## config.mk

```make
export PLATFORM = sky130hd
export DESIGN_NAME = lbls_accum
export DESIGN_NICKNAME = d
export VERILOG_FILES = /design/src/rtl/core/letter_bigram_language_scorer_top_defines.svh /design/src/rtl/core/lbls_pkg.sv /design/src/rtl/core/lbls_accum.sv
export SDC_FILE = /design/constraint.sdc
export NUM_CORES = 1
export LEC_CHECK = 0
export BUFFER_PORTS_ARGS = -buffer_cell sky130_fd_sc_hd__buf_2
export CAP_MARGIN = 20
export CORE_ASPECT_RATIO = 0.9
export CORE_MARGIN = 2
export CORE_UTILIZATION = 40
export DETAILED_ROUTE_END_ITERATION = 10
export GPL_ROUTABILITY_DRIVEN = 0
export PLACE_DENSITY_LB_ADDON = 0.12
export SETUP_SLACK_MARGIN = 0.1
export SLEW_MARGIN = 20
export SYNTH_ARGS = -nofsm -noshare
export SYNTH_HDL_FRONTEND = slang
export SYNTH_SLANG_ARGS = --single-unit
```

## constraint.sdc

```tcl
create_clock -name clk_i -period 2.8 [get_ports clk_i]
set_input_delay 0.56 -clock clk_i [delete_from_list [all_inputs] [get_ports clk_i]]
set_output_delay 0.56 -clock clk_i [all_outputs]
set_load 0.02 [all_outputs]
```

## src/rtl/core/letter_bigram_language_scorer_top_defines.svh

```systemverilog
// ----------------------------------------------------------------------------
// Assertion macros for the letter bigram language scorer
// Concurrent assertion wrappers, empty when synthesized.
// ----------------------------------------------------------------------------
`ifndef LETTER_BIGRAM_LANGUAGE_SCORER_TOP_DEFINES_SVH
`define LETTER_BIGRAM_LANGUAGE_SCORER_TOP_DEFINES_SVH

`ifndef SYNTHESIS
// Assert a property on an explicit clock and active-low reset.
`define LBLS_ASSERT_AT(lbl, clk, rst_n, prop) \
  lbl: assert property (@(posedge clk) disable iff (!rst_n) prop) \
    else $error("lbls assertion failed");
// Assert a property on the default clock and reset of the core.
`define LBLS_ASSERT(lbl, prop) `LBLS_ASSERT_AT(lbl, clk_i, rst_ni, prop)
`else
`define LBLS_ASSERT_AT(lbl, clk, rst_n, prop)
`define LBLS_ASSERT(lbl, prop)
`endif

`endif

```

## src/rtl/core/lbls_pkg.sv

```systemverilog
`timescale 1ns / 1ps
// ----------------------------------------------------------------------------
// lbls_pkg
// Shared constants, codes and types of the letter bigram language scorer.
// ----------------------------------------------------------------------------
package lbls_pkg;

  localparam int NUM_LANGUAGES_DEF = 4;
  localparam int COUNT_WIDTH_DEF   = 16;
  localparam int SCORE_WIDTH_DEF   = 32;

  localparam int OP_W       = 2;
  localparam int LANG_W     = 2;
  localparam int BYTE_W     = 8;
  localparam int PAIR_W     = 2 * BYTE_W;
  localparam int CNT_IN_W   = 16;
  localparam int RES_SC_W   = 32;
  localparam int CFG_IDX_W  = 2;
  localparam int CFG_DATA_W = 3;

  // Result queue; deep enough to cover the end-of-text pipeline at full rate.
  localparam int RQ_DEPTH = 8;
  localparam int RQ_PTR_W = $clog2(RQ_DEPTH);
  localparam int RQ_CNT_W = $clog2(RQ_DEPTH + 1);

  localparam logic [OP_W-1:0] OP_WRITE = 2'd0;
  localparam logic [OP_W-1:0] OP_BYTE  = 2'd1;
  localparam logic [OP_W-1:0] OP_END   = 2'd2;

  localparam logic [CFG_IDX_W-1:0] CFG_LANGS = 2'd0;
  localparam logic [CFG_IDX_W-1:0] CFG_MODE  = 2'd1;

  localparam logic [CFG_DATA_W-1:0] LANGS_RST = 3'd4;

  typedef struct packed {
    logic              we;
    logic [LANG_W-1:0] wlang;
    logic [PAIR_W-1:0] waddr;
    logic [CNT_IN_W-1:0] wdata;
    logic              re;
    logic [PAIR_W-1:0] raddr;
  } tbl_req_t;

  typedef struct packed {
    logic add;
    logic clear;
    logic mode;
  } acc_ctl_t;

  typedef struct packed {
    logic [LANG_W-1:0]   lang;
    logic [RES_SC_W-1:0] score;
    logic                verdict;
  } result_t;

endpackage

```

## src/rtl/core/lbls_accum.sv

```systemverilog
`timescale 1ns / 1ps
// ----------------------------------------------------------------------------
// lbls_accum
// Per-language saturating score accumulators.
// ----------------------------------------------------------------------------
module lbls_accum #(
  parameter int NUM_LANGUAGES = lbls_pkg::NUM_LANGUAGES_DEF,
  parameter int COUNT_WIDTH   = lbls_pkg::COUNT_WIDTH_DEF,
  parameter int SCORE_WIDTH   = lbls_pkg::SCORE_WIDTH_DEF
) (
  input  logic                                       clk_i,
  input  logic                                       rst_ni,
  input  lbls_pkg::acc_ctl_t                         ctl_i,
  input  logic [NUM_LANGUAGES-1:0]                   active_i,
  input  logic [NUM_LANGUAGES-1:0][COUNT_WIDTH-1:0]  counts_i,
  output logic [NUM_LANGUAGES-1:0][SCORE_WIDTH-1:0]  scores_o
);
  import lbls_pkg::*;

  localparam int SUM_W = ((SCORE_WIDTH > COUNT_WIDTH) ? SCORE_WIDTH : COUNT_WIDTH) + 1;
  localparam logic [SUM_W-1:0] SAT = SUM_W'({SCORE_WIDTH{1'b1}});

  for (genvar k = 0; k < NUM_LANGUAGES; k++) begin : gen_lane
    logic [COUNT_WIDTH-1:0] inc;
    logic [SUM_W-1:0]       sum;
    logic [SCORE_WIDTH-1:0] score_q;
    logic [SCORE_WIDTH-1:0] score_d;

    assign inc = ctl_i.mode ? COUNT_WIDTH'(counts_i[k] != '0) : counts_i[k];
    assign sum = SUM_W'(score_q) + SUM_W'(inc);

    always_comb begin
      score_d = score_q;
      if (ctl_i.clear) begin
        score_d = '0;
      end else if (ctl_i.add && active_i[k]) begin
        score_d = (sum > SAT) ? {SCORE_WIDTH{1'b1}} : sum[SCORE_WIDTH-1:0];
      end
    end

    always_ff @(posedge clk_i or negedge rst_ni) begin
      if (!rst_ni) begin
        score_q <= '0;
      end else begin
        score_q <= score_d;
      end
    end

    assign scores_o[k] = score_q;
  end

endmodule

```

==> metrics.md <==
| Metric | Value |
|---|---|
| RSZ-0062 raised after global routing | `true` |
| IO Pins | `around 200` |
| CTS tree | `done` |
| Worst Path Max Fanout | `8` |
| First-pass GRT wire length | `between 50 and 60 mm` |
| Root buffer cell | `clkbuf_16` |
| FF+latch count, synth | `128` |
| Net count, final | `~1,700` |
| Worst Setup EP | `gen_lane[0].score_q[25]` |
| Violated checks | `setup timing` |
| Setup Crit Path Kind | `input port to register` |
| Synth Instances | `~1,200` |
| Largest register FFs | `around 130` |
| Hold Slack | `84.0 ps` |
| Hold Fails Final Rpt | `0` |
| Yosys warnings | `0` |
| Initial DRC Count | `538` |
| Max cap viols | `0` |
| Reg power frac | `between 30% and 40%` |
| Most common cell after layout, fill and taps aside | `buf_4` |
| Total Wirelength | `about 33 mm` |
| Placed cells | `1,815` |
| CP Capture Type | `register` |
| Die height | `approximately 150 um` |
| Highest metal used | `met4` |
| R2R Path Start | `gen_lane[0].score_q[0]` |
| Static leakage | `between 7 and 8 nW` |
| CP Data Arrival Time | `around 3300 ps` |
| Worst skew pair latency | `~420 ps` |
| Layout cells sized above 1 | `44.2%` |
| Slew Viols, Final | `0` |
| Largest net degree at the start of global routing | `50` |
| Total power | `5.45 mW` |
| Maximum clock rate | `about 0.34 GHz` |
| Final setup margin | `-165 ps` |
| Num CTS Buffers | `17` |
| Mapped Area | `just under 0.01 mm2` |
| Most frequent cells in the layout | `buf_4, buf_2, dfrtp_1` |
| Htree depth | `4` |
| Final cell count without fillers | `1,884` |
| Most used DFF post-synth | `dfrtp_1` |
| CTS Sinks | `between 100 and 150` |
| Die area | `around 0.026 mm2` |
| Most flop-heavy register | `gen_lane.score_q` |
| Clock share of power | `roughly two fifths` |
| Finish-stage setup viols | `36` |
| Number of synthesized flops with an enable pin | `0` |
| Met3 WL | `approximately 1.4 mm` |
| Hold Path Class | `input port to async pin` |
| Post-detailed-route count of antenna-violating nets | `0` |
| Die W | `~170 um` |
| Core Area | `between 0.02 and 0.025 mm2` |
| Period utilisation layout | `106%` |
| Drt pass-1 iters | `5` |
| Total number of vias | `~11,000` |
| R2R Setup Slk | `around 80 ps` |
| Post-synth cell types | `85` |
| Sw Share | `29.1%` |
| Asr flop ratio synth | `100%` |
| Reg clk slew, reported paths | `around 60 ps` |
| P_sw | `1.58 mW` |
| Met2 wire length | `about 16 mm` |
| Setup Skew | `11.3 ps` |
| Max_slew headroom | `between 40 and 50%` |
| Worst setup SP type | `input port` |
| IO buf count | `200` |
| Initial antenna violation count | `1` |
| CTS Buffer Depth | `2` |
| Hold buffers post-CTS | `0` |
| DRC viols | `0` |
| Comb pwr share | `a little under a quarter` |
| Final worst path period need | `around 3000 ps` |
| Met1 Wirelength | `~15 mm` |
| Sequential area share after synthesis | `approximately a third` |
| Hpwl dp | `approximately 23 mm` |
| Rows | `54` |
| Initial Utilization | `40.5%` |
| Largest registers | `gen_lane.score_q x128` |
| Peak VDD IR | `0.260 mV` |
| GRT overflow | `0` |
| Area contributors post-synth | `dfrtp_1, ha_1, o21ai_0, nand2_1, nor2b_1` |
| Yosys top cell by area | `dfrtp_1` |
| Gr usage total | `between 20% and 30%` |
| Wirelength per Cell | `17.5 um` |
| Critical R2R Capture | `gen_lane[0].score_q[29]` |
| Syn_nets | `~1,300` |
| CP startpoint | `counts_i[9]` |
| Synth-to-Final Area Change | `55.2%` |
| Internal power | `roughly 3.9 mW` |
| Status | `finished, violations left` |
| CP required | `between 3000 and 4000 ps` |
| Syn Area/Cell | `roughly 8.5 um2` |
| Setup TNS | `-3500 ps` |
| Slew @ Worst Pin | `820 ps` |
| Area share of the largest cell type after synthesis | `about a third` |
| Power Density | `roughly 360 mW/mm2` |
| Vias in the first global route | `~10,000` |
| Via/cell ratio | `about 5.6` |
| FF-to-FF path depth | `12` |
power by group through the flow:
| stage | Combinational, mW | Sequential [mW] | Clock [mW] |
|---|---|---|---|
| floorplan | 0.525 | 2.03 | 0 |
| detailed placement | 1.06 | 1.98 | 0 |
| global route | 1.38 | 1.95 | 2.36 |
| finish | 1.27 | 1.94 | 2.23 |
| CTS | 1.15 | 1.94 | 2.26 |
| global placement | 1.05 | 1.98 | 0 |
worst min path at each step:
stage / slack [ps] / cells past startpoint / start / endpoint
floorplan: 260 / 0 / rst_ni / gen_lane[0].score_q[0]
global placement: 490 / 2 / gen_lane[1].score_q[9] / gen_lane[1].score_q[9]
detailed placement: 500 / 1 / gen_lane[3].score_q[11] / gen_lane[3].score_q[11]
CTS: 100 / 1 / rst_ni / gen_lane[3].score_q[9]
global route: 120 / 1 / rst_ni / gen_lane[3].score_q[9]
finish: 80 / 1 / rst_ni / gen_lane[3].score_q[8]
cell usage after synthesis (8+ instances only):
cell type,n
a211oi_1,16
clkbuf_1,41
a41oi_1,12
a21oi_1,70
and2_1,11
nor2b_1,63
o21ai_0,99
nand4_1,18
nand2_1,126
a311oi_1,8
inv_1,41
nand2b_1,12
a21o_1,43
xnor2_1,40
and3_1,22
dfrtp_1,128
o311ai_0,10
xor2_1,20
nor2_1,65
o21ai_1,8
o21bai_1,8
ha_1,64
nor4_1,18
a31oi_1,33
o21a_1,14
nor3_1,30
nand3_1,29
cells by family (layout without fill, tap and decap cells):
| group | Yosys count | after routing | synth area share (%) |
|---|---|---|---|
| and+or+nand+nor | 422 | 425 | 22.3 |
| AOI/OAI and AO/OA | 380 | 381 | 26.3 |
| DFF | 128 | 128 | 32.7 |
| buffers and inverters | 91 | 507 | 3.74 |
| adders and majority gates | 68 | 68 | 8.99 |
| xor gates and xnor gates | 60 | 60 | 5.36 |
| muxes | 6 | 6 | 0.613 |
| other | 0 | 1 | 0 |
cell type report:
class / instances / area [um2]
Timing Repair Buffer: 435 / 3190
Multi-Input combinational cell: 940 / 7690
Antenna cell: 1 / 2.50
Fill cell: 2065 / 8980
Sequential cell: 128 / 3200
Inverter: 41 / 154
Clock inverter: 4 / 47.5
Tap cell: 308 / 385
Clock buffer: 27 / 533
worst max-delay path, cell delays in order:
cell and delay, ps:
buf_8 100, nor4_4 300, nand4_1 140, a21o_1 180
ha_2 170, inv_2 50, fa_2 220, nor2b_4 50
o31a_4 280, o41ai_4 280, a211oi_4 130, a21oi_4 260
nor4_4 110, buf_4 200, a31oi_1 140, o2bb2ai_1 80
timing repair:
item	CTS	global route
buffers inserted	20	16
pin swaps	90	111
endpoints found under the setup margin	121	128
resized for setup	154	140
cloned	3	3
through the flow:
step                      area (um2)  util, %  setup WS [ps]
after floorplan                10300        -           -368
after global placement         12900     53.2           -732
after detailed placement       12900     53.3           -780
after CTS                      14300     59.2           -166
after global routing           15200     62.9           -309
final                          15200     62.9           -165
metal layers:
metal,global-route usage [%],vias up
met5,0,-
met4,6.80,0
met3,3.66,51
met2,41.5,286
met1,33.2,5114
li1,-,5076
Power figures use the tool's default switching activity.
