[config.mk]
export PLATFORM = sky130hd
export DESIGN_NAME = lbls_resq
export DESIGN_NICKNAME = d
export VERILOG_FILES = /design/src/rtl/core/lbls_pkg.sv /design/src/rtl/core/lbls_resq.sv
export VERILOG_INCLUDE_DIRS = /design/src /design/src/rtl/core
export SDC_FILE = /design/constraint.sdc
export NUM_CORES = 1
export LEC_CHECK = 0
export ABC_CLOCK_PERIOD_IN_PS = 4800
export CAP_MARGIN = 40
export CORE_ASPECT_RATIO = 1.5
export CORE_UTILIZATION = 50
export CTS_CLUSTER_DIAMETER = 30
export DETAILED_ROUTE_END_ITERATION = 6
export DONT_BUFFER_PORTS = 1
export GPL_TIMING_DRIVEN = 0
export PLACE_DENSITY = 0.76
export SYNTH_ARGS = -nofsm -noshare
export SYNTH_HDL_FRONTEND = slang
export SYNTH_SLANG_ARGS = --single-unit
export TNS_END_PERCENT = 10
[constraint.sdc]
create_clock -name clk_i -period 4.8 [get_ports clk_i]
set_input_delay 0.24 -clock clk_i [delete_from_list [all_inputs] [get_ports clk_i]]
set_output_delay 0.24 -clock clk_i [all_outputs]
set_load 0.01 [all_outputs]
[src/rtl/core/letter_bigram_language_scorer_top_defines.svh]
// ----------------------------------------------------------------------------
// Assertion macros for the letter bigram language scorer
// Concurrent assertion wrappers, empty when synthesized.
// ----------------------------------------------------------------------------
`ifndef LETTER_BIGRAM_LANGUAGE_SCORER_TOP_DEFINES_SVH
`define LETTER_BIGRAM_LANGUAGE_SCORER_TOP_DEFINES_SVH

`ifndef SYNTHESIS
// Assert a property on an explicit clock and active-low reset.
`define LBLS_ASSERT_AT(lbl, clk, rst_n, prop) \
  lbl: assert property (@(posedge clk) disable iff (!rst_n) prop) \
    else $error("lbls assertion failed");
// Assert a property on the default clock and reset of the core.
`define LBLS_ASSERT(lbl, prop) `LBLS_ASSERT_AT(lbl, clk_i, rst_ni, prop)
`else
`define LBLS_ASSERT_AT(lbl, clk, rst_n, prop)
`define LBLS_ASSERT(lbl, prop)
`endif

`endif

[src/rtl/core/lbls_pkg.sv]
`timescale 1ns / 1ps
// ----------------------------------------------------------------------------
// lbls_pkg
// Shared constants, codes and types of the letter bigram language scorer.
// ----------------------------------------------------------------------------
package lbls_pkg;

  localparam int NUM_LANGUAGES_DEF = 4;
  localparam int COUNT_WIDTH_DEF   = 16;
  localparam int SCORE_WIDTH_DEF   = 32;

  localparam int OP_W       = 2;
  localparam int LANG_W     = 2;
  localparam int BYTE_W     = 8;
  localparam int PAIR_W     = 2 * BYTE_W;
  localparam int CNT_IN_W   = 16;
  localparam int RES_SC_W   = 32;
  localparam int CFG_IDX_W  = 2;
  localparam int CFG_DATA_W = 3;

  // Result queue; deep enough to cover the end-of-text pipeline at full rate.
  localparam int RQ_DEPTH = 8;
  localparam int RQ_PTR_W = $clog2(RQ_DEPTH);
  localparam int RQ_CNT_W = $clog2(RQ_DEPTH + 1);

  localparam logic [OP_W-1:0] OP_WRITE = 2'd0;
  localparam logic [OP_W-1:0] OP_BYTE  = 2'd1;
  localparam logic [OP_W-1:0] OP_END   = 2'd2;

  localparam logic [CFG_IDX_W-1:0] CFG_LANGS = 2'd0;
  localparam logic [CFG_IDX_W-1:0] CFG_MODE  = 2'd1;

  localparam logic [CFG_DATA_W-1:0] LANGS_RST = 3'd4;

  typedef struct packed {
    logic              we;
    logic [LANG_W-1:0] wlang;
    logic [PAIR_W-1:0] waddr;
    logic [CNT_IN_W-1:0] wdata;
    logic              re;
    logic [PAIR_W-1:0] raddr;
  } tbl_req_t;

  typedef struct packed {
    logic add;
    logic clear;
    logic mode;
  } acc_ctl_t;

  typedef struct packed {
    logic [LANG_W-1:0]   lang;
    logic [RES_SC_W-1:0] score;
    logic                verdict;
  } result_t;

endpackage

[src/rtl/core/lbls_resq.sv]
`timescale 1ns / 1ps
`include "letter_bigram_language_scorer_top_defines.svh"
// ----------------------------------------------------------------------------
// lbls_resq
// Small result queue between the compare tree and the output channel.
// ----------------------------------------------------------------------------
module lbls_resq (
  input  logic               clk_i,
  input  logic               rst_ni,
  input  logic               push_i,
  input  lbls_pkg::result_t  push_data_i,
  input  logic               pop_i,
  output logic               valid_o,
  output lbls_pkg::result_t  data_o
);
  import lbls_pkg::*;

  result_t             entry_q [RQ_DEPTH];
  logic [RQ_PTR_W-1:0] wr_q;
  logic [RQ_PTR_W-1:0] rd_q;
  logic [RQ_CNT_W-1:0] cnt_q;

  always_ff @(posedge clk_i) begin
    if (push_i) begin
      entry_q[wr_q] <= push_data_i;
    end
  end

  always_ff @(posedge clk_i or negedge rst_ni) begin
    if (!rst_ni) begin
      wr_q  <= '0;
      rd_q  <= '0;
      cnt_q <= '0;
    end else begin
      if (push_i) begin
        wr_q <= wr_q + 1'b1;
      end
      if (pop_i) begin
        rd_q <= rd_q + 1'b1;
      end
      cnt_q <= cnt_q + RQ_CNT_W'(push_i) - RQ_CNT_W'(pop_i);
    end
  end

  assign valid_o = (cnt_q != '0);
  assign data_o  = entry_q[rd_q];

  `LBLS_ASSERT(a_rq_no_overflow, push_i |-> ((cnt_q != RQ_CNT_W'(RQ_DEPTH)) || pop_i))

endmodule

==> results of run 1 <==
-- repair_timing --
| action | in CTS | in global routing |
|---|---|---|
| gates resized for setup | 0 | 0 |
| hold buffers | 38 | 0 |
| hold endpoints to repair | 297 | 0 |
-- registers in the layout (all words and copies together) (netlist names) --
signal / flops
entry_q: 280
wr_q: 3
cnt_q: 4
rd_q: 3
-- worst paths after layout --
| kind | from | to | cells after the start |
|---|---|---|---|
| worst max register to register | wr_q[1] | entry_q[2][13] | 5 |
| min in group asynchronous | rst_ni | cnt_q[1] | 1 |
| max in group asynchronous | rst_ni | rd_q[0] | 1 |
| worst min-delay path | pop_i | cnt_q[0] | 3 |
| worst min register to register | wr_q[1] | wr_q[1] | 1 |
| worst max-delay path | rd_q[2] | data_o[14] | 4 |
-- power groups by stage --
| stage | Sequential (uW) | Clock [uW] | Combinational (uW) |
|---|---|---|---|
| after global routing | 3320 | 2650 | 2390 |
| after floorplan | 3320 | 0 | 1570 |
| after detailed placement | 3340 | 0 | 2230 |
| after CTS | 3290 | 2560 | 2300 |
| final | 3290 | 2530 | 2240 |
| after global placement | 3350 | 0 | 2050 |
-- per-layer routing --
metal,track usage (%),up-vias
met1,22.64,2639
met3,3.870,51
met4,7.927,0
li1,-,2176
met5,0,-
met2,35.33,159
-- final cells by class --
class / count / area [sq um] / area share [%]
buffer: 20 / 137.6 / 1.022
clock buffer: 37 / 883.3 / 6.563
clock inverter: 24 / 245.2 / 1.822
inverter: 8 / 30.03 / 0.2231
multi-input combinational: 139 / 2555 / 18.98
sequential: 290 / 8658 / 64.32
tap: 276 / 345.3 / 2.566
timing repair buffer: 54 / 605.6 / 4.499
-- cell families (layout without fill, tap and decap cells) --
logic type      after synthesis  in the layout
compound gates                2              2
xor+xnor                      6              6
fa+ha+maj                     8              8
buf+inv                      28            143
flops                       290            290
mux                         107            107
simple gates                 16             16
-- cell usage after synthesis --
cell type  number
nand2_1         4
a21o_1          1
ha_1            7
nor2_1          6
xnor2_1         3
inv_1           8
edfxtp_1      280
clkbuf_1        9
xor2_1          3
buf_6           8
nand2b_1        3
dfrtp_1        10
nor3_1          2
buf_1           1
buf_2           2
mux2_2         37
mux4_1         70
a21oi_1         1
nand3_1         1
fa_1            1
-- worst register-to-register path, stage by stage, from the launching register on --
cell     delay, ns
dfrtp_1       0.38
nand2_1       0.24
nor3_2        0.55
buf_6         0.24
buf_4         0.21
buf_6         0.18
-- per-stage QoR --
step                      instance area (sq um)  TNS, ns  std cells  setup WS (ns)  hold slack, ns
after detailed placement                  11950        0        749          2.688        -0.05539
after floorplan                           11330        0        457          1.349        -0.05559
after CTS                                 13460        0        848          2.129          0.1271
after global placement                    11670   -73.14        733         -1.123        -0.05532
final                                     13460        0        848          2.181          0.1456
after global routing                      13460        0        848          2.084          0.1535
==> impl_metrics.py, run 1 <==
metrics = {
    "logic_synthesis": {
        "syn_area_sq_um": 11330,
        "synth.avg_cell_area_sq_um": 24.78,
        "yosys.area_share.adder_pct": 0.9501,
        "yosys.area_share.xor_xnor_pct": 0.4640,
        "synth_mux_area_share_pct": 19.92,
        "synth_seq_cells": 290,
        "synthesis.nets": 504,
        "synth.distinct_cells": 20,
        "synth_top_family_by_area": "multiplexers",
        "synth_cells": 457,
        "synth.top_cell.area_share_pct": 74.24,
        "synth_simple_gate_area_share_pct": 0.6297,
        "synth-compound-area-share_pct": 0.1105,
        "synth.area.top_cells": "edfxtp_1, mux4_1, mux2_2",
        "yosys.area.top_type": "edfxtp_1",
        "synth_seq_area_share_pct": 76.45,
        "yosysWarnings": 0,
    },
    "pwr": {
        "swShare_pct": 28.83,
        "pwr-share-seq_pct": 40.8,
        "p_per_area_nw_per_um2": 598.9,
        "power_leakage_uw": 0.004579,
        "total_power_uw": 8061,
        "pwr-share-clk_pct": 31.3,
        "power.share.combinational_pct": 27.8,
        "power.switching_uw": 2324,
        "cellInternalPower_uw": 5738,
        "max-vdd-ir-drop_mv": 0.3517,
    },
    "setup_path": {
        "worstPathBufferInverterCount": 2,
        "start_kind": "flip-flop",
        "regToRegSetupSlack_ns": 2.71,
        "path_delay_family": "buffers and inverters",
        "crit_path_max_incr_delay_ns": 0.58,
        "end_kind": "primary output",
        "crit_chain": "buf_2, clkbuf_1, mux4_1, mux2_2",
        "cp_slowest_cell": "clkbuf_1",
        "required_ns": 4.56,
        "worstSetupPathType": "flip-flop to primary output",
        "cp_max_fo": 10,
        "arrival_ns": 2.38,
    },
    "worst_hold_path": {
        "hp-class": "input pin to flip-flop",
    },
    "finish": {
        "fin_nets": 594,
        "fillers": 1481,
        "layout_common_cells": "edfxtp_1, mux4_1, dlygate4sd3_1",
        "finalCoreUtilization_pct": 60.36,
        "final_common_cell": "edfxtp_1",
        "area_delta_synth_final_pct": 18.85,
        "diodes": 0,
        "drive_gt1_share_pct": 21.68,
    },
    "die": {
        "io_pins": 75,
        "start_util_pct": 50.79,
        "die_area_sq_um": 23270,
        "die_w_microns": 124.9,
        "die_h_microns": 186.3,
        "core-area_sq_um": 22300,
        "rows": 67,
    },
    "detailed_routing": {
        "via_per_inst": 5.926,
        "totalWireLength_mm": 21.90,
        "route.met3.wl_mm": 1.220,
        "topRoutingLayerUsed": "met4",
        "drt_iter0_markers": 382,
        "dr.pass1.iters": 7,
        "wl_met1_mm": 8.105,
        "final_antenna_net_count": 0,
        "drcViolationCount": 6,
        "routedWlPerCell_microns": 25.83,
        "routed-wl-met2_mm": 11.90,
        "vias": 5025,
    },
    "clocking": {
        "cts_tree": "yes",
        "cts.sinks": 290,
        "clkLatencyLatePin_ns": 0.49,
        "post-cts-setup-buffers": 0,
        "clkSlewWorstSetupHoldPaths_ns": 0.05,
        "htreeDepth": 2,
        "cts_buffers": 34,
        "clock_path_buffers": 3,
        "root_buffer": "clkbuf_16",
    },
    "sta": {
        "skew_ns": 0.01125,
        "max_freq_mhz": 381.9,
        "finalSetupViolCount": 0,
        "rsz0062_at_grt": "no",
        "max_slew_margin_pct": 39.30,
        "timing.final.crit_share_pct": 54.55,
        "finalHoldViolCount": 0,
        "maxSlewViolCount": 0,
        "worstMarginPinSlew_ns": 0.9083,
        "min_period_ns": 2.619,
    },
    "global_routing": {
        "grt_pass1_vias": 5427,
        "grt_antenna_before_repair": 0,
        "grt_max_degree": 23,
        "grt-ovfl-total": 0,
        "grt_pass1_wl_mm": 33.24,
        "track_usage_pct": 19.50,
    },
    "placed_design": {
        "dp_hpwl_mm": 13.57,
        "gp_congestion": 0.7107,
        "portBuffers": 0,
    },
    "run_status": {
        "violations": "design-rule violations",
        "status": "finished with violations",
    },
    "flow_run": {
        "max_cap_viol_count": 0,
    },
}
No activity file was read; power rests on OpenSTA's default activity.
==> run 2: changes to the inputs <==
Settings changed: ABC_CLOCK_PERIOD_IN_PS 4800 to 2600.
Clock period 4.8 ns to 2.6 ns, I/O delays scaled along.
==> run 2 against run 1 <==
Effect of this change: global-route usage is 0.24 points lower; cell count fell by 0.24%; die area unchanged; largest power group unchanged; sequential power grew 85%; register-to-register slack lost 2.2 ns; core utilization barely moved; setup slack got worse by 2.1 ns; combinational power grew 86%; clock power is 81% higher; critical path depth unchanged; critical endpoint is now data_o[17]; the run still ends with design-rule violations left; routed wire length is 0.98% lower; cell area hardly changed.
==> impl_metrics.py, run 2 (synthesis gave the netlist of run 1 again) <==
metrics = {
    "die": {
        "core-area_sq_um": 22300,
        "die_w_microns": 124.9,
        "start_util_pct": 50.79,
        "die_area_sq_um": 23270,
        "die_h_microns": 186.3,
        "rows": 67,
        "io_pins": 75,
    },
    "sta": {
        "max_freq_mhz": 402.4,
        "timing.final.crit_share_pct": 95.59,
        "skew_ns": 0.01027,
        "hold_slack_ns": 0.02643,
        "finalHoldViolCount": 0,
        "max_slew_margin_pct": 48.08,
        "maxSlewViolCount": 0,
        "min_period_ns": 2.485,
        "finalSetupViolCount": 0,
        "rsz0062_at_grt": "no",
        "fin_setup_tns_ns": 0,
        "worstMarginPinSlew_ns": 0.7788,
    },
    "detailed_routing": {
        "drcViolationCount": 10,
        "routedWlPerCell_microns": 25.63,
        "drt_iter0_markers": 418,
        "via_per_inst": 5.905,
        "final_antenna_net_count": 0,
        "vias": 4996,
        "dr.pass1.iters": 7,
        "totalWireLength_mm": 21.69,
    },
    "placed_design": {
        "placed_cells": 747,
        "gp_congestion": 0.6853,
        "portBuffers": 0,
        "dp_hpwl_mm": 13.08,
    },
    "clocking": {
        "htreeDepth": 2,
        "root_buffer": "clkbuf_16",
        "clkLatencyLatePin_ns": 0.49,
        "cts_buffers": 34,
        "cts.sinks": 290,
        "clock_path_buffers": 3,
        "post-cts-setup-buffers": 0,
        "clkSlewWorstSetupHoldPaths_ns": 0.06,
        "cts_tree": "yes",
    },
    "pwr": {
        "p_per_area_nw_per_um2": 1101,
        "power_leakage_uw": 0.004557,
        "max-vdd-ir-drop_mv": 0.8092,
    },
    "global_routing": {
        "track_usage_pct": 19.26,
        "grt_pass1_wl_mm": 33.02,
        "grt_pass1_vias": 5476,
        "grt_max_degree": 23,
        "grt-ovfl-total": 0,
        "grt_antenna_before_repair": 0,
    },
    "setup_path": {
        "end_kind": "primary output",
        "path_delay_family": "buffers and inverters",
        "crit_path_max_incr_delay_ns": 0.53,
        "start_kind": "flip-flop",
        "crit_chain": "buf_2, clkbuf_1, mux4_1, mux2_2",
        "arrival_ns": 2.36,
        "cp_max_fo": 10,
        "worstPathBufferInverterCount": 2,
        "required_ns": 2.47,
        "worstSetupPathType": "flip-flop to primary output",
        "cp_slowest_cell": "clkbuf_1",
    },
    "finish": {
        "area_delta_synth_final_pct": 18.80,
        "drive_gt1_share_pct": 22.63,
        "finalCoreUtilization_pct": 60.34,
        "final_common_cell": "edfxtp_1",
        "fin_cells": 846,
        "fillers": 1473,
        "layout_common_cells": "edfxtp_1, mux4_1, dlygate4sd3_1",
        "top_register": "entry_q",
        "diodes": 0,
        "largest_reg_flops": 280,
        "fin_nets": 592,
        "reg.largest.list": "entry_q: 280 flops, cnt_q: 4 flops",
    },
    "run_status": {
        "status": "finished with violations",
        "violations": "design-rule violations",
    },
    "worst_hold_path": {
        "hp-class": "input pin to asynchronous set/reset pin",
    },
    "flow_run": {
        "max_cap_viol_count": 0,
    },
}
-- run 2: cell types whose count changed in the layout (fill, tap and decap cells not counted), sizes merged --
cell	before	now
buf	27	25
bufinv	3	1
clkinv	15	10
clkinvlp	2	7
inv	12	14
-- run 2: final timing paths --
| path | start | to | slack [ns] | cells past startpoint |
|---|---|---|---|---|
| max | rd_q[2] | data_o[17] | 0.11 | 4 |
| min | rst_ni | rd_q[0] | 0.03 | 1 |
| max reg2reg | wr_q[1] | entry_q[0][15] | 0.52 | 5 |
| min reg2reg | wr_q[1] | wr_q[1] | 0.56 | 1 |
| max in group asynchronous | rst_ni | rd_q[1] | 2.25 | 1 |
| min in group clk_i | pop_i | cnt_q[1] | 0.06 | 3 |
-- run 2: final cells by class --
cell class | count | area [sq um] | area share (%)
clock inverters | 24 | 237.7 | 1.767
well taps | 276 | 345.3 | 2.566
clock buffers | 37 | 883.3 | 6.565
plain buffers | 20 | 140.1 | 1.041
flip-flops and latches | 290 | 8658 | 64.35
inverters | 8 | 30.03 | 0.2232
multi-input cells | 139 | 2561 | 19.03
repair buffers | 52 | 599.3 | 4.454
-- run 2: worst register-to-register path: stages, from the launching register on --
cell and delay (ns):
dfrtp_1 0.40, nand2b_1 0.33, nor3_4 0.48, buf_8 0.24, buf_16 0.17, buf_8 0.16
-- run 2: stage by stage --
step	area (sq um)	total power, uW	setup WS (ns)
6_report	13460	14820	0.1146
4_1_cts	13450	14990	0.03470
2_1_floorplan	11330	9027	-0.7814
3_3_place_gp	11680	9974	-3.228
3_5_place_dp	11950	10290	0.5001
5_1_grt	13460	15400	0.02433
-- run 2: routing by layer --
metal	track usage [%]	vias up	routed length, microns
met1	23.92	2654	8531
li1	-	2176	-
met2	34.46	130	11800
met5	0	-	0
met3	2.953	36	886
met4	6.660	0	468
-- run 2: timing repair --
item	CTS	global route
resized for setup	0	4
hold buffers	38	0
endpoints found under the setup margin	0	3
hold endpoints to repair	297	0
-- run 2: where the power goes --
part | total, uW | internal [uW] | switching, uW
sequential | 6080 | 5890 | 195
clock | 4580 | 2650 | 1930
combinational | 4160 | 1910 | 2260
