--- src/rtl/core/letter_bigram_language_scorer_top_defines.svh ---
// ----------------------------------------------------------------------------
// Assertion macros for the letter bigram language scorer
// Concurrent assertion wrappers, empty when synthesized.
// ----------------------------------------------------------------------------
`ifndef LETTER_BIGRAM_LANGUAGE_SCORER_TOP_DEFINES_SVH
`define LETTER_BIGRAM_LANGUAGE_SCORER_TOP_DEFINES_SVH

`ifndef SYNTHESIS
// Assert a property on an explicit clock and active-low reset.
`define LBLS_ASSERT_AT(lbl, clk, rst_n, prop) \
  lbl: assert property (@(posedge clk) disable iff (!rst_n) prop) \
    else $error("lbls assertion failed");
// Assert a property on the default clock and reset of the core.
`define LBLS_ASSERT(lbl, prop) `LBLS_ASSERT_AT(lbl, clk_i, rst_ni, prop)
`else
`define LBLS_ASSERT_AT(lbl, clk, rst_n, prop)
`define LBLS_ASSERT(lbl, prop)
`endif

`endif

--- src/rtl/core/lbls_pkg.sv ---
`timescale 1ns / 1ps
// ----------------------------------------------------------------------------
// lbls_pkg
// Shared constants, codes and types of the letter bigram language scorer.
// ----------------------------------------------------------------------------
package lbls_pkg;

  localparam int NUM_LANGUAGES_DEF = 4;
  localparam int COUNT_WIDTH_DEF   = 16;
  localparam int SCORE_WIDTH_DEF   = 32;

  localparam int OP_W       = 2;
  localparam int LANG_W     = 2;
  localparam int BYTE_W     = 8;
  localparam int PAIR_W     = 2 * BYTE_W;
  localparam int CNT_IN_W   = 16;
  localparam int RES_SC_W   = 32;
  localparam int CFG_IDX_W  = 2;
  localparam int CFG_DATA_W = 3;

  // Result queue; deep enough to cover the end-of-text pipeline at full rate.
  localparam int RQ_DEPTH = 8;
  localparam int RQ_PTR_W = $clog2(RQ_DEPTH);
  localparam int RQ_CNT_W = $clog2(RQ_DEPTH + 1);

  localparam logic [OP_W-1:0] OP_WRITE = 2'd0;
  localparam logic [OP_W-1:0] OP_BYTE  = 2'd1;
  localparam logic [OP_W-1:0] OP_END   = 2'd2;

  localparam logic [CFG_IDX_W-1:0] CFG_LANGS = 2'd0;
  localparam logic [CFG_IDX_W-1:0] CFG_MODE  = 2'd1;

  localparam logic [CFG_DATA_W-1:0] LANGS_RST = 3'd4;

  typedef struct packed {
    logic              we;
    logic [LANG_W-1:0] wlang;
    logic [PAIR_W-1:0] waddr;
    logic [CNT_IN_W-1:0] wdata;
    logic              re;
    logic [PAIR_W-1:0] raddr;
  } tbl_req_t;

  typedef struct packed {
    logic add;
    logic clear;
    logic mode;
  } acc_ctl_t;

  typedef struct packed {
    logic [LANG_W-1:0]   lang;
    logic [RES_SC_W-1:0] score;
    logic                verdict;
  } result_t;

endpackage

--- src/rtl/core/lbls_argmax.sv ---
`timescale 1ns / 1ps
// ----------------------------------------------------------------------------
// lbls_argmax
// Registered compare tree picking the lowest-numbered highest score.
// ----------------------------------------------------------------------------
module lbls_argmax #(
  parameter int NUM_LANGUAGES = lbls_pkg::NUM_LANGUAGES_DEF,
  parameter int SCORE_WIDTH   = lbls_pkg::SCORE_WIDTH_DEF
) (
  input  logic                                       clk_i,
  input  logic                                       rst_ni,
  input  logic                                       start_i,
  input  logic [NUM_LANGUAGES-1:0]                   active_i,
  input  logic [NUM_LANGUAGES-1:0][SCORE_WIDTH-1:0]  scores_i,
  output logic                                       done_o,
  output lbls_pkg::result_t                          result_o
);
  import lbls_pkg::*;

  localparam int LVLS  = (NUM_LANGUAGES > 1) ? $clog2(NUM_LANGUAGES) : 0;
  localparam int LEAFS = 1 << LVLS;
  localparam int NODES = 2 * LEAFS - 1;
  localparam int IDX_W = (NUM_LANGUAGES > 1) ? $clog2(NUM_LANGUAGES) : 1;

  logic [SCORE_WIDTH-1:0] sc_q [NODES];
  logic [IDX_W-1:0]       ix_q [NODES];
  logic [LVLS:0]          vld_q;

  // Leaves: snapshot scores; languages not in use count as zero.
  for (genvar k = 0; k < LEAFS; k++) begin : gen_leaf
    if (k < NUM_LANGUAGES) begin : gen_used
      always_ff @(posedge clk_i) begin
        sc_q[LEAFS-1+k] <= active_i[k] ? scores_i[k] : '0;
        ix_q[LEAFS-1+k] <= IDX_W'(k);
      end
    end else begin : gen_pad
      always_ff @(posedge clk_i) begin
        sc_q[LEAFS-1+k] <= '0;
        ix_q[LEAFS-1+k] <= '0;
      end
    end
  end

  // Inner nodes: right child wins only when strictly greater.
  for (genvar i = 0; i < LEAFS - 1; i++) begin : gen_node
    always_ff @(posedge clk_i) begin
      if (sc_q[2*i+2] > sc_q[2*i+1]) begin
        sc_q[i] <= sc_q[2*i+2];
        ix_q[i] <= ix_q[2*i+2];
      end else begin
        sc_q[i] <= sc_q[2*i+1];
        ix_q[i] <= ix_q[2*i+1];
      end
    end
  end

  always_ff @(posedge clk_i or negedge rst_ni) begin
    if (!rst_ni) begin
      vld_q <= '0;
    end else begin
      vld_q[0] <= start_i;
      for (int l = 1; l <= LVLS; l++) begin
        vld_q[l] <= vld_q[l-1];
      end
    end
  end

  assign done_o           = vld_q[LVLS];
  assign result_o.lang    = LANG_W'(ix_q[0]);
  assign result_o.verdict = (sc_q[0] == '0);

  if (SCORE_WIDTH > RES_SC_W) begin : gen_clamp
    assign result_o.score = (|sc_q[0][SCORE_WIDTH-1:RES_SC_W]) ?
                            {RES_SC_W{1'b1}} : sc_q[0][RES_SC_W-1:0];
  end else begin : gen_ext
    assign result_o.score = RES_SC_W'(sc_q[0]);
  end

endmodule

--- config.mk ---
export PLATFORM = sky130hd
export DESIGN_NAME = lbls_argmax
export DESIGN_NICKNAME = d
export VERILOG_FILES = /design/src/rtl/core/letter_bigram_language_scorer_top_defines.svh /design/src/rtl/core/lbls_pkg.sv /design/src/rtl/core/lbls_argmax.sv
export SDC_FILE = /design/constraint.sdc
export NUM_CORES = 1
export LEC_CHECK = 0
export ABC_AREA = 1
export BUFFER_PORTS_ARGS = -buffer_cell sky130_fd_sc_hd__buf_2
export CAP_MARGIN = 5
export CORE_MARGIN = 5
export CORE_UTILIZATION = 56
export CTS_BUF_LIST = sky130_fd_sc_hd__clkbuf_16
export CTS_CLUSTER_SIZE = 14
export DETAILED_ROUTE_END_ITERATION = 10
export GPL_TIMING_DRIVEN = 0
export PLACE_DENSITY = 0.91
export SYNTH_ARGS = -nofsm -noshare
export SYNTH_HDL_FRONTEND = slang
export SYNTH_SLANG_ARGS = --single-unit
--- constraint.sdc ---
create_clock -name clk_i -period 4.4 [get_ports clk_i]
set_clock_uncertainty 0.15 [all_clocks]
set_input_delay 1.32 -clock clk_i [delete_from_list [all_inputs] [get_ports clk_i]]
set_output_delay 1.32 -clock clk_i [all_outputs]
set_load 0.1 [all_outputs]
==> flow_summary.json, run 1 <==
{
  "status": "finished clean",
  "synth_cell_types": 28,
  "core-area_um2": 18000,
  "final_util": 0.669,
  "clock_sinks": 231,
  "holdPathStages": 0,
  "regToRegSetupSlack_ps": 2170,
  "worst_r2r_endpoint": "sc_q[0][30]$_DFF_P_",
  "worst_pin_slew_ps": 557,
  "track_usage": 0.213,
  "arrival_ps": 2380,
  "cp.required_ps": 2930,
  "die_y_um": 145,
  "maxClockFrequency_mhz": 260,
  "postRouteAntennaNets": 0,
  "critical_path_class": "reg2out",
  "cts_buffers": 24,
  "drive_gt1_frac": 0.216,
  "grt_pass1_vias": 8486,
  "design.die.area_um2": 21000,
  "cts_tree": "built",
  "hpwl_mm": 17.8,
  "syn2layout_area_growth_pct": 17.8,
  "setup-violations-final": 0,
  "worstHoldPathType": "reg2reg",
  "start_kind": "register",
  "via_per_inst": 4.84,
  "cts_buffer_depth": 3,
  "wl_mm": 23.1,
  "hold_viol": 0,
  "min_from": "vld_q[1]$_DFF_PN0_",
  "antennaDiodeCount": 0,
  "postCtsSetupBuffers": 0,
  "worstHoldEndpoint": "vld_q[2]$_DFF_PN0_",
  "synth_top_area_share": 0.447,
  "overflow": 0,
  "timing.rr.start": "sc_q[0][63]$_DFF_P_",
  "grt_pass1_wl_mm": 38.0,
  "cts_htree_levels": 1,
  "drt-pass1-iter-count": 5,
  "syn_area_um2": 10200,
  "worstRegToRegCells": 10,
  "io_pins": 171,
  "path_clk_slew_ps": 60,
  "grt_setup_unrepaired": "no",
  "pwr_density_cell_nw_per_um2": 503,
  "syn_inst": 1287,
  "wl_per_cell_um": 13.4,
  "ys_seq_elements": 231,
  "rows": 49,
  "clkLatencyLatePin_ps": 520,
  "place_congestion": 0.895,
  "min_period_over_period": 0.874,
  "die_w_um": 145,
  "hold_buffers": 0,
  "grt_max_degree": 14,
  "antenna_found_initial": 0,
  "cts-root-buf": "clkbuf_16",
  "setup_tns_ps": 0,
  "vias": 8356,
  "path_max_fanout": 2,
  "synth_largest_area_cell": "dfxtp_1",
  "portBuffers": 170,
  "period_needed_ps": 3850,
  "layout.nets": 1714,
  "cts_resized": 0,
  "ir_drop_mv": 0.631,
  "synth_area_leaders": "dfxtp_1, nand2_1, ha_1",
  "drv_slew": 0,
  "synth_seq_area_share": 0.455,
  "cellLeakagePower_nw": 7.03,
  "crit_path_end_kind": "output port",
  "start_util": 0.568,
  "route.detailed.drc": 0,
  "syn-mean-instance-area_um2": 7.93,
  "initialDrtViolationCount": 310,
  "slew_headroom": 0.626,
  "synth_nets": 1518,
  "yosys_warnings": 0,
  "maxCapViolations": 0
}
## routing by layer
layer,global-route usage,up-vias,share of wire
met5,0,-,0
met4,0.0673,0,0.030
met3,0.0318,60,0.044
met2,0.395,209,0.51
met1,0.253,3820,0.41
li1,-,4267,-
## cell type report
class	instances	area (um2)
tap	229	287
clock buffer	24	601
inverter	249	935
buffer	71	497
timing repair buffer	170	851
fill	1394	5940
clock inverter	17	81.3
multi-input combinational	736	4130
sequential	231	4640
## cells in the mapped netlist
cell type  number
a21o_1          3
nor2_4          3
nand2_2        54
inv_1         247
nand4_4         3
ha_1           96
nor2_2          3
nand3_1       103
nand2_4         4
clkinv_1        1
nor2_1         29
clkbuf_1       18
dfrtp_1         3
o21ai_0         6
buf_8           2
buf_12          3
nand2_1       372
buf_6           1
nor4_1          8
dfxtp_1       228
buf_2          10
buf_4          37
o21a_1          3
a21oi_1        39
nand4_1         7
nand4_2         1
nor3_4          2
inv_2           1
## cell families (layout without fill, tap and decap cells)
kind of cell	after synthesis	in the layout	share of synthesized area
adders and majority gates	96	96	0.118
AOI/OAI and AO/OA	51	51	0.0265
buffers and inverters	320	531	0.140
and+or+nand+nor	589	589	0.261
DFF	231	231	0.455
## where the power goes
| group | total [mW] | internal [mW] | switching (mW) |
|---|---|---|---|
| clock | 1.77 | 0.983 | 0.788 |
| combinational | 1.79 | 0.525 | 1.27 |
| sequential | 2.49 | 2.33 | 0.163 |
## worst max-delay path by stage
stage                        start     endpoint  slack (ps)  cells past startpoint
2_1_floorplan  sc_q[0][25]$_DFF_P_  result_o[0]        1000                      3
3_3_place_gp   sc_q[0][13]$_DFF_P_  result_o[0]        1210                      4
4_1_cts        sc_q[0][13]$_DFF_P_  result_o[0]         580                      4
5_1_grt        sc_q[0][13]$_DFF_P_  result_o[0]         470                      4
3_5_place_dp   sc_q[0][13]$_DFF_P_  result_o[0]        1130                      4
6_report       sc_q[0][13]$_DFF_P_  result_o[0]         550                      4
## stage by stage
step | power, mW | instance area, um2 | cells | hold WS, ps | worst slack, ps
6_report | 6.05 | 12000 | 1727 | 207 | 554
5_1_grt | 6.34 | 12000 | 1727 | 209 | 475
4_1_cts | 6.08 | 12000 | 1727 | 209 | 578
3_5_place_dp | 4.30 | 11300 | 1686 | 190 | 1130
3_3_place_gp | 4.24 | 11300 | 1686 | 192 | 1210
2_1_floorplan | 3.91 | 10200 | 1287 | 181 | 996
## layout by cell type, fill, tap and decap left out, types with 2 or more instances in the layout
| cell type | netlist | layout |
|---|---|---|
| clkinv_2 | 0 | 4 |
| o21ai_0 | 6 | 6 |
| nand2_2 | 54 | 54 |
| nor4_1 | 8 | 8 |
| nand3_1 | 103 | 103 |
| nor2_2 | 3 | 3 |
| dfxtp_1 | 228 | 228 |
| clkbuf_16 | 0 | 24 |
| clkbuf_1 | 18 | 18 |
| clkinv_1 | 1 | 7 |
| o21a_1 | 3 | 3 |
| buf_8 | 2 | 2 |
| buf_2 | 10 | 180 |
| ha_1 | 96 | 96 |
| inv_1 | 247 | 253 |
| buf_12 | 3 | 3 |
| nor2_1 | 29 | 29 |
| nand2_1 | 372 | 372 |
| a21o_1 | 3 | 3 |
| nor2_4 | 3 | 3 |
| nand2_4 | 4 | 4 |
| a21oi_1 | 39 | 39 |
| nand4_1 | 7 | 7 |
| buf_4 | 37 | 37 |
| nand4_4 | 3 | 3 |
| dfrtp_1 | 3 | 3 |
| nor3_4 | 2 | 2 |
## state kept, by name, summed over array words and instances (netlist names)
register and cells:
ix_q 4, sc_q 224, vld_q 3
## critical path: stages (launching register included)
cell,delay (ps)
dfxtp_1,330
nor4_1,530
nand4_1,350
nor2_1,190
buf_2,450
(Power assumes the default switching activity.)
==> inputs of run 2 (changes only) <==
- REMOVE_ABC_BUFFERS: not set -> 1
==> run 2 against run 1 <==
- sequential share of layout area increased by 1.5 points
- clock power increased by 6%
- power decreased by 1.9%
- cell count decreased by 4.0%
- critical path depth unchanged
- largest cell class unchanged
- global-route usage decreased by 0.58 points
- largest power group unchanged
==> flow_summary.json, run 2 (synthesized netlist as in run 1, its figures left out) <==
{
  "mostFrequentLayoutCell": "nand2_1",
  "vias": 7972,
  "cts_tree": "built",
  "setup-violations-final": 0,
  "worst_pin_slew_ps": 1260,
  "postRouteAntennaNets": 0,
  "via_per_inst": 4.81,
  "worstHoldPathType": "reg2reg",
  "period_needed_ps": 3650,
  "arrival_ps": 2180,
  "setup_tns_ps": 0,
  "critPathMaxStageDelay_ps": 610,
  "die_w_um": 145,
  "status": "finished clean",
  "syn2layout_area_growth_pct": 13.6,
  "layout.nets": 1644,
  "grt_pass1_wl_mm": 36.9,
  "cts_resized": 0,
  "design.die.area_um2": 21000,
  "wl_mm": 22.1,
  "place_congestion": 0.875,
  "cts_buffers": 25,
  "start_kind": "register",
  "maxClockFrequency_mhz": 274,
  "power_mw": 5.94,
  "wl_per_cell_um": 13.3,
  "track_usage": 0.208,
  "path_clk_slew_ps": 60,
  "route.detailed.drc": 0,
  "cts_htree_levels": 1,
  "slew_headroom": 0.156,
  "antennaDiodeCount": 0,
  "clock_sinks": 231,
  "min_period_over_period": 0.830,
  "drt-pass1-iter-count": 5,
  "grt_pass1_vias": 8124,
  "path_cells": "nor4_1, nand4_1, nor2_1, buf_2",
  "num-fill-cells": 1471,
  "path_max_fanout": 2,
  "rows": 49,
  "regMostFlops": "sc_q",
  "critPathSlowestCell": "nor4_1",
  "cts_buffer_depth": 3,
  "drv_slew": 0,
  "postCtsSetupBuffers": 0,
  "path_delay_family": "simple AND/OR/NAND/NOR gates",
  "hpwl_mm": 16.6,
  "core-area_um2": 18000,
  "drive_gt1_frac": 0.193,
  "antenna_found_initial": 0,
  "crit_path_end_kind": "output port",
  "cts-root-buf": "clkbuf_16",
  "crit_buf_inv": 1,
  "cp.required_ps": 2930,
  "grt_setup_unrepaired": "no",
  "largest_reg_flops": 224,
  "start_util": 0.568,
  "cellLeakagePower_nw": 6.76,
  "multi_input_area_um2": 4130,
  "pwr_density_cell_nw_per_um2": 513,
  "maxCapViolations": 0,
  "seqCellArea_um2": 4640,
  "portBuffers": 170,
  "clkLatencyLatePin_ps": 500,
  "grt_max_degree": 35,
  "hold_viol": 0,
  "reg.largest.list": "sc_q: 224 flops, ix_q: 4 flops, vld_q: 3 flops",
  "hold_buffers": 0,
  "initialDrtViolationCount": 303,
  "ir_drop_mv": 0.637,
  "final_cell_mix": "nand2_1, inv_1, dfxtp_1",
  "overflow": 0,
  "critical_path_class": "reg2out",
  "io_pins": 171,
  "die_y_um": 145
}
## run 2: cell types whose count changed in the layout (fill, tap and decap cells not counted), moves of 3 or more
cell | before | now
buf_2 | 180 | 170
buf_12 | 3 | 0
inv_1 | 253 | 250
buf_4 | 37 | 0
clkbuf_1 | 18 | 0
## run 2: worst register-to-register path, cell delays in order (launching register included)
cell and delay, ps:
dfxtp_1 330, inv_1 50, ha_1 290, nand2_1 70, nor2_1 150, nand4_1 120
nor2_1 210, nand2_1 770, nand2_2 930, nand2_1 170, nand2_1 130
## run 2: layout make-up
| cell class | count | share of cell area |
|---|---|---|
| clock buffers | 25 | 0.0540 |
| clock inverters | 18 | 0.0102 |
| inverters | 249 | 0.0807 |
| multi-input cells | 736 | 0.357 |
| flip-flops and latches | 231 | 0.400 |
| well taps | 229 | 0.0247 |
| repair buffers | 170 | 0.0734 |
## run 2: worst paths after layout
path / startpoint / to / depth (start not counted) / slack, ps
hold reg to reg: vld_q[1]$_DFF_PN0_ / vld_q[2]$_DFF_PN0_ / 0 / 200
min in group asynchronous: rst_ni / vld_q[0]$_DFF_PN0_ / 1 / 460
hold / removal: vld_q[1]$_DFF_PN0_ / vld_q[2]$_DFF_PN0_ / 0 / 200
max in group asynchronous: rst_ni / vld_q[1]$_DFF_PN0_ / 1 / 3540
setup reg to reg: sc_q[2][55]$_SDFF_PN0_ / sc_q[1][9]$_DFF_P_ / 10 / 980
setup / recovery: sc_q[0][4]$_DFF_P_ / result_o[0] / 4 / 750
## run 2: routing by layer
metal	global-route usage	vias to the layer above	wire, um
li1	-	4121	-
met1	0.245	3576	8940
met2	0.380	222	11200
met3	0.0346	53	1230
met4	0.0734	0	705
met5	0	-	0
## run 2: report_power, final
part / leakage (nW) / switching (mW) / internal, mW
combinational: 4.44 / 1.22 / 0.368
clock: 0.380 / 0.787 / 1.09
sequential: 1.93 / 0.145 / 2.32
## run 2: stage by stage
step | hold WS, ps | cells | worst slack, ps | cell area [um2] | utilization
after global routing | 218 | 1658 | 666 | 11600 | 0.645
after detailed placement | 188 | 1615 | 1090 | 10800 | 0.604
after CTS | 210 | 1658 | 755 | 11600 | 0.645
after floorplan | 181 | 1216 | 531 | 9700 | -
after global placement | 193 | 1615 | 1110 | 10800 | 0.604
final | 203 | 1658 | 747 | 11600 | 0.645
==> inputs of run 3 (changes only) <==
- ABC_AREA: 1 -> 0
- CORE_UTILIZATION: 56 -> 51
- PLACE_DENSITY: 0.91 -> 0.89
- clock period: 4.4 -> 3 ns (I/O delays scaled with it)
==> run 3 against run 2 <==
- flip-flop and latch count is the same
- power grew 52%
- synthesized area shrank 3.7%
- wire length shrank 9.1%
- final area grew 0.55%
- sequential power grew 47%
- largest cell class unchanged
==> flow_summary.json, run 3 <==
{
  "start_kind": "register",
  "regMostFlops": "sc_q",
  "worst_pin_slew_ps": 635,
  "status": "finished clean",
  "final_cells": 1294,
  "syn_inst": 865,
  "maxClockFrequency_mhz": 338,
  "hold_buffers": 0,
  "grt_pass1_vias": 6637,
  "track_usage": 0.182,
  "crit_path_end_kind": "output port",
  "wl_mm": 20.1,
  "yosys_warnings": 0,
  "drive_gt1_frac": 0.321,
  "power_mw": 9.02,
  "syn_area_um2": 9820,
  "initialDrtViolationCount": 240,
  "yosysMostFrequentCell": "dfxtp_1",
  "start_util": 0.522,
  "hold_viol": 0,
  "hpwl_mm": 15.5,
  "worstRegToRegCells": 9,
  "fin_hold_ws_ps": 27.5,
  "pwr_density_cell_nw_per_um2": 775,
  "mostFrequentLayoutCell": "dfxtp_1",
  "rows": 50,
  "overflow": 0,
  "place_inst": 1245,
  "period_needed_ps": 2960,
  "worstHoldPathType": "in2async",
  "arrival_ps": 1910,
  "drv_slew": 0,
  "vias": 6264,
  "route.detailed.drc": 0,
  "cellLeakagePower_nw": 5.54,
  "maxCapViolations": 0,
  "path_clk_slew_ps": 60,
  "setup_slack_ps": 44.5,
  "die_w_um": 149,
  "cts_buffers": 25,
  "ys_seq_elements": 231,
  "cts_tree": "built",
  "clkLatencyLatePin_ps": 520,
  "syn2layout_area_growth_pct": 18.6,
  "place_congestion": 0.890,
  "clock_sinks": 231,
  "cts_buffer_depth": 3,
  "synth_edf_count": 0,
  "drt-pass1-iter-count": 4,
  "cts_htree_levels": 1,
  "synth_top_area_share": 0.465,
  "slew_headroom": 0.573,
  "grt_pass1_wl_mm": 32.3,
  "synthTopCellsByCount": "dfxtp_1, and2_1, inv_1",
  "io_pins": 171,
  "synth_flop_cell": "dfxtp_1",
  "grt_setup_unrepaired": "no",
  "syn-mean-instance-area_um2": 11.4,
  "design.die.area_um2": 22100,
  "synth_largest_area_cell": "dfxtp_1",
  "num-fill-cells": 1444,
  "postRouteAntennaNets": 0,
  "regToRegSetupSlack_ps": 300,
  "setup_tns_ps": 0,
  "synth_seq_area_share": 0.472,
  "antennaDiodeCount": 0,
  "synth_cell_types": 31,
  "portBuffers": 170,
  "grt_max_degree": 33,
  "ir_drop_mv": 0.664,
  "antenna_found_initial": 0,
  "synth_area_leaders": "dfxtp_1, mux2_4, ha_1",
  "path_max_fanout": 2,
  "synth-async-reset-ratio": 0.0130,
  "min_period_over_period": 0.985,
  "wl_per_cell_um": 15.5,
  "core-area_um2": 18800,
  "reg.largest.list": "sc_q: 224 flops, ix_q: 4 flops, vld_q: 3 flops",
  "largest_reg_flops": 224,
  "cts-root-buf": "clkbuf_16",
  "timing.rr.start": "sc_q[2][45]$_SDFF_PN0_",
  "worst_r2r_endpoint": "sc_q[1][1]$_DFF_P_",
  "layout.nets": 1248,
  "critical_path_class": "reg2out",
  "via_per_inst": 4.84,
  "dpl_worst_slack_ps": -230,
  "cp.required_ps": 1950,
  "final_cell_mix": "dfxtp_1, buf_2, and2_1",
  "worstSetupStartpoint": "sc_q[0][0]$_DFF_P_",
  "setup-violations-final": 0,
  "die_y_um": 149
}
run 3: worst max-delay path, stage by stage (launching register included):
cell	delay (ps)
dfxtp_1	350
nor4_4	270
nand4_1	320
nor2_4	260
buf_12	190
run 3: how the worst max path moves through the flow:
stage | endpoint | slack, ps | cells after the start
floorplan | result_o[0] | -450 | 3
global placement | sc_q[1][1]$_DFF_P_ | -1030 | 8
detailed placement | sc_q[1][1]$_DFF_P_ | -230 | 9
CTS | result_o[0] | -40 | 4
global route | result_o[0] | 2 | 4
finish | result_o[0] | 40 | 4
run 3: cell families (layout without fill, tap and decap cells):
logic type,after synthesis,in the layout,share of synthesized area
DFF,231,231,0.472
AOI/OAI and AO/OA,81,81,0.0523
adders and majority gates,96,96,0.122
buffers and inverters,152,321,0.0772
and+or+nand+nor,208,208,0.131
muxes,97,97,0.144
run 3: metrics by stage:
stage,area (um2),utilization
global placement,10600,0.564
CTS,11600,0.615
finish,11600,0.619
global route,11600,0.619
detailed placement,10700,0.569
floorplan,9440,-
run 3: layer usage:
| layer | wire (um) | global-route usage | share of wire |
|---|---|---|---|
| met1 | 8110 | 0.214 | 0.40 |
| met2 | 10300 | 0.338 | 0.51 |
| met3 | 1140 | 0.0349 | 0.057 |
| met4 | 516 | 0.0508 | 0.026 |
| met5 | 0 | 0 | 0 |
run 3: where the power goes:
part           leakage, nW  switching, mW  internal (mW)  total (mW)
Combinational         3.19           1.51          0.868        2.38
Sequential            1.94          0.232           3.40        3.63
Clock                0.415           1.17           1.85        3.01
run 3: what timing repair did:
item | in CTS | in global routing
pin swaps | 4 | 5
setup endpoints to repair | 51 | 1
setup buffers | 5 | 0
hold endpoints to repair | 0 | 0
gates resized for setup | 3 | 13
run 3: area by class of cell:
type	count	area [um2]	share of cell area
tap	260	325	0.0279
clock inverter	19	189	0.0162
timing repair buffer	178	998	0.0857
inverter	99	372	0.0319
clock buffer	25	626	0.0537
sequential	231	4640	0.399
multi-input combinational	482	4500	0.386
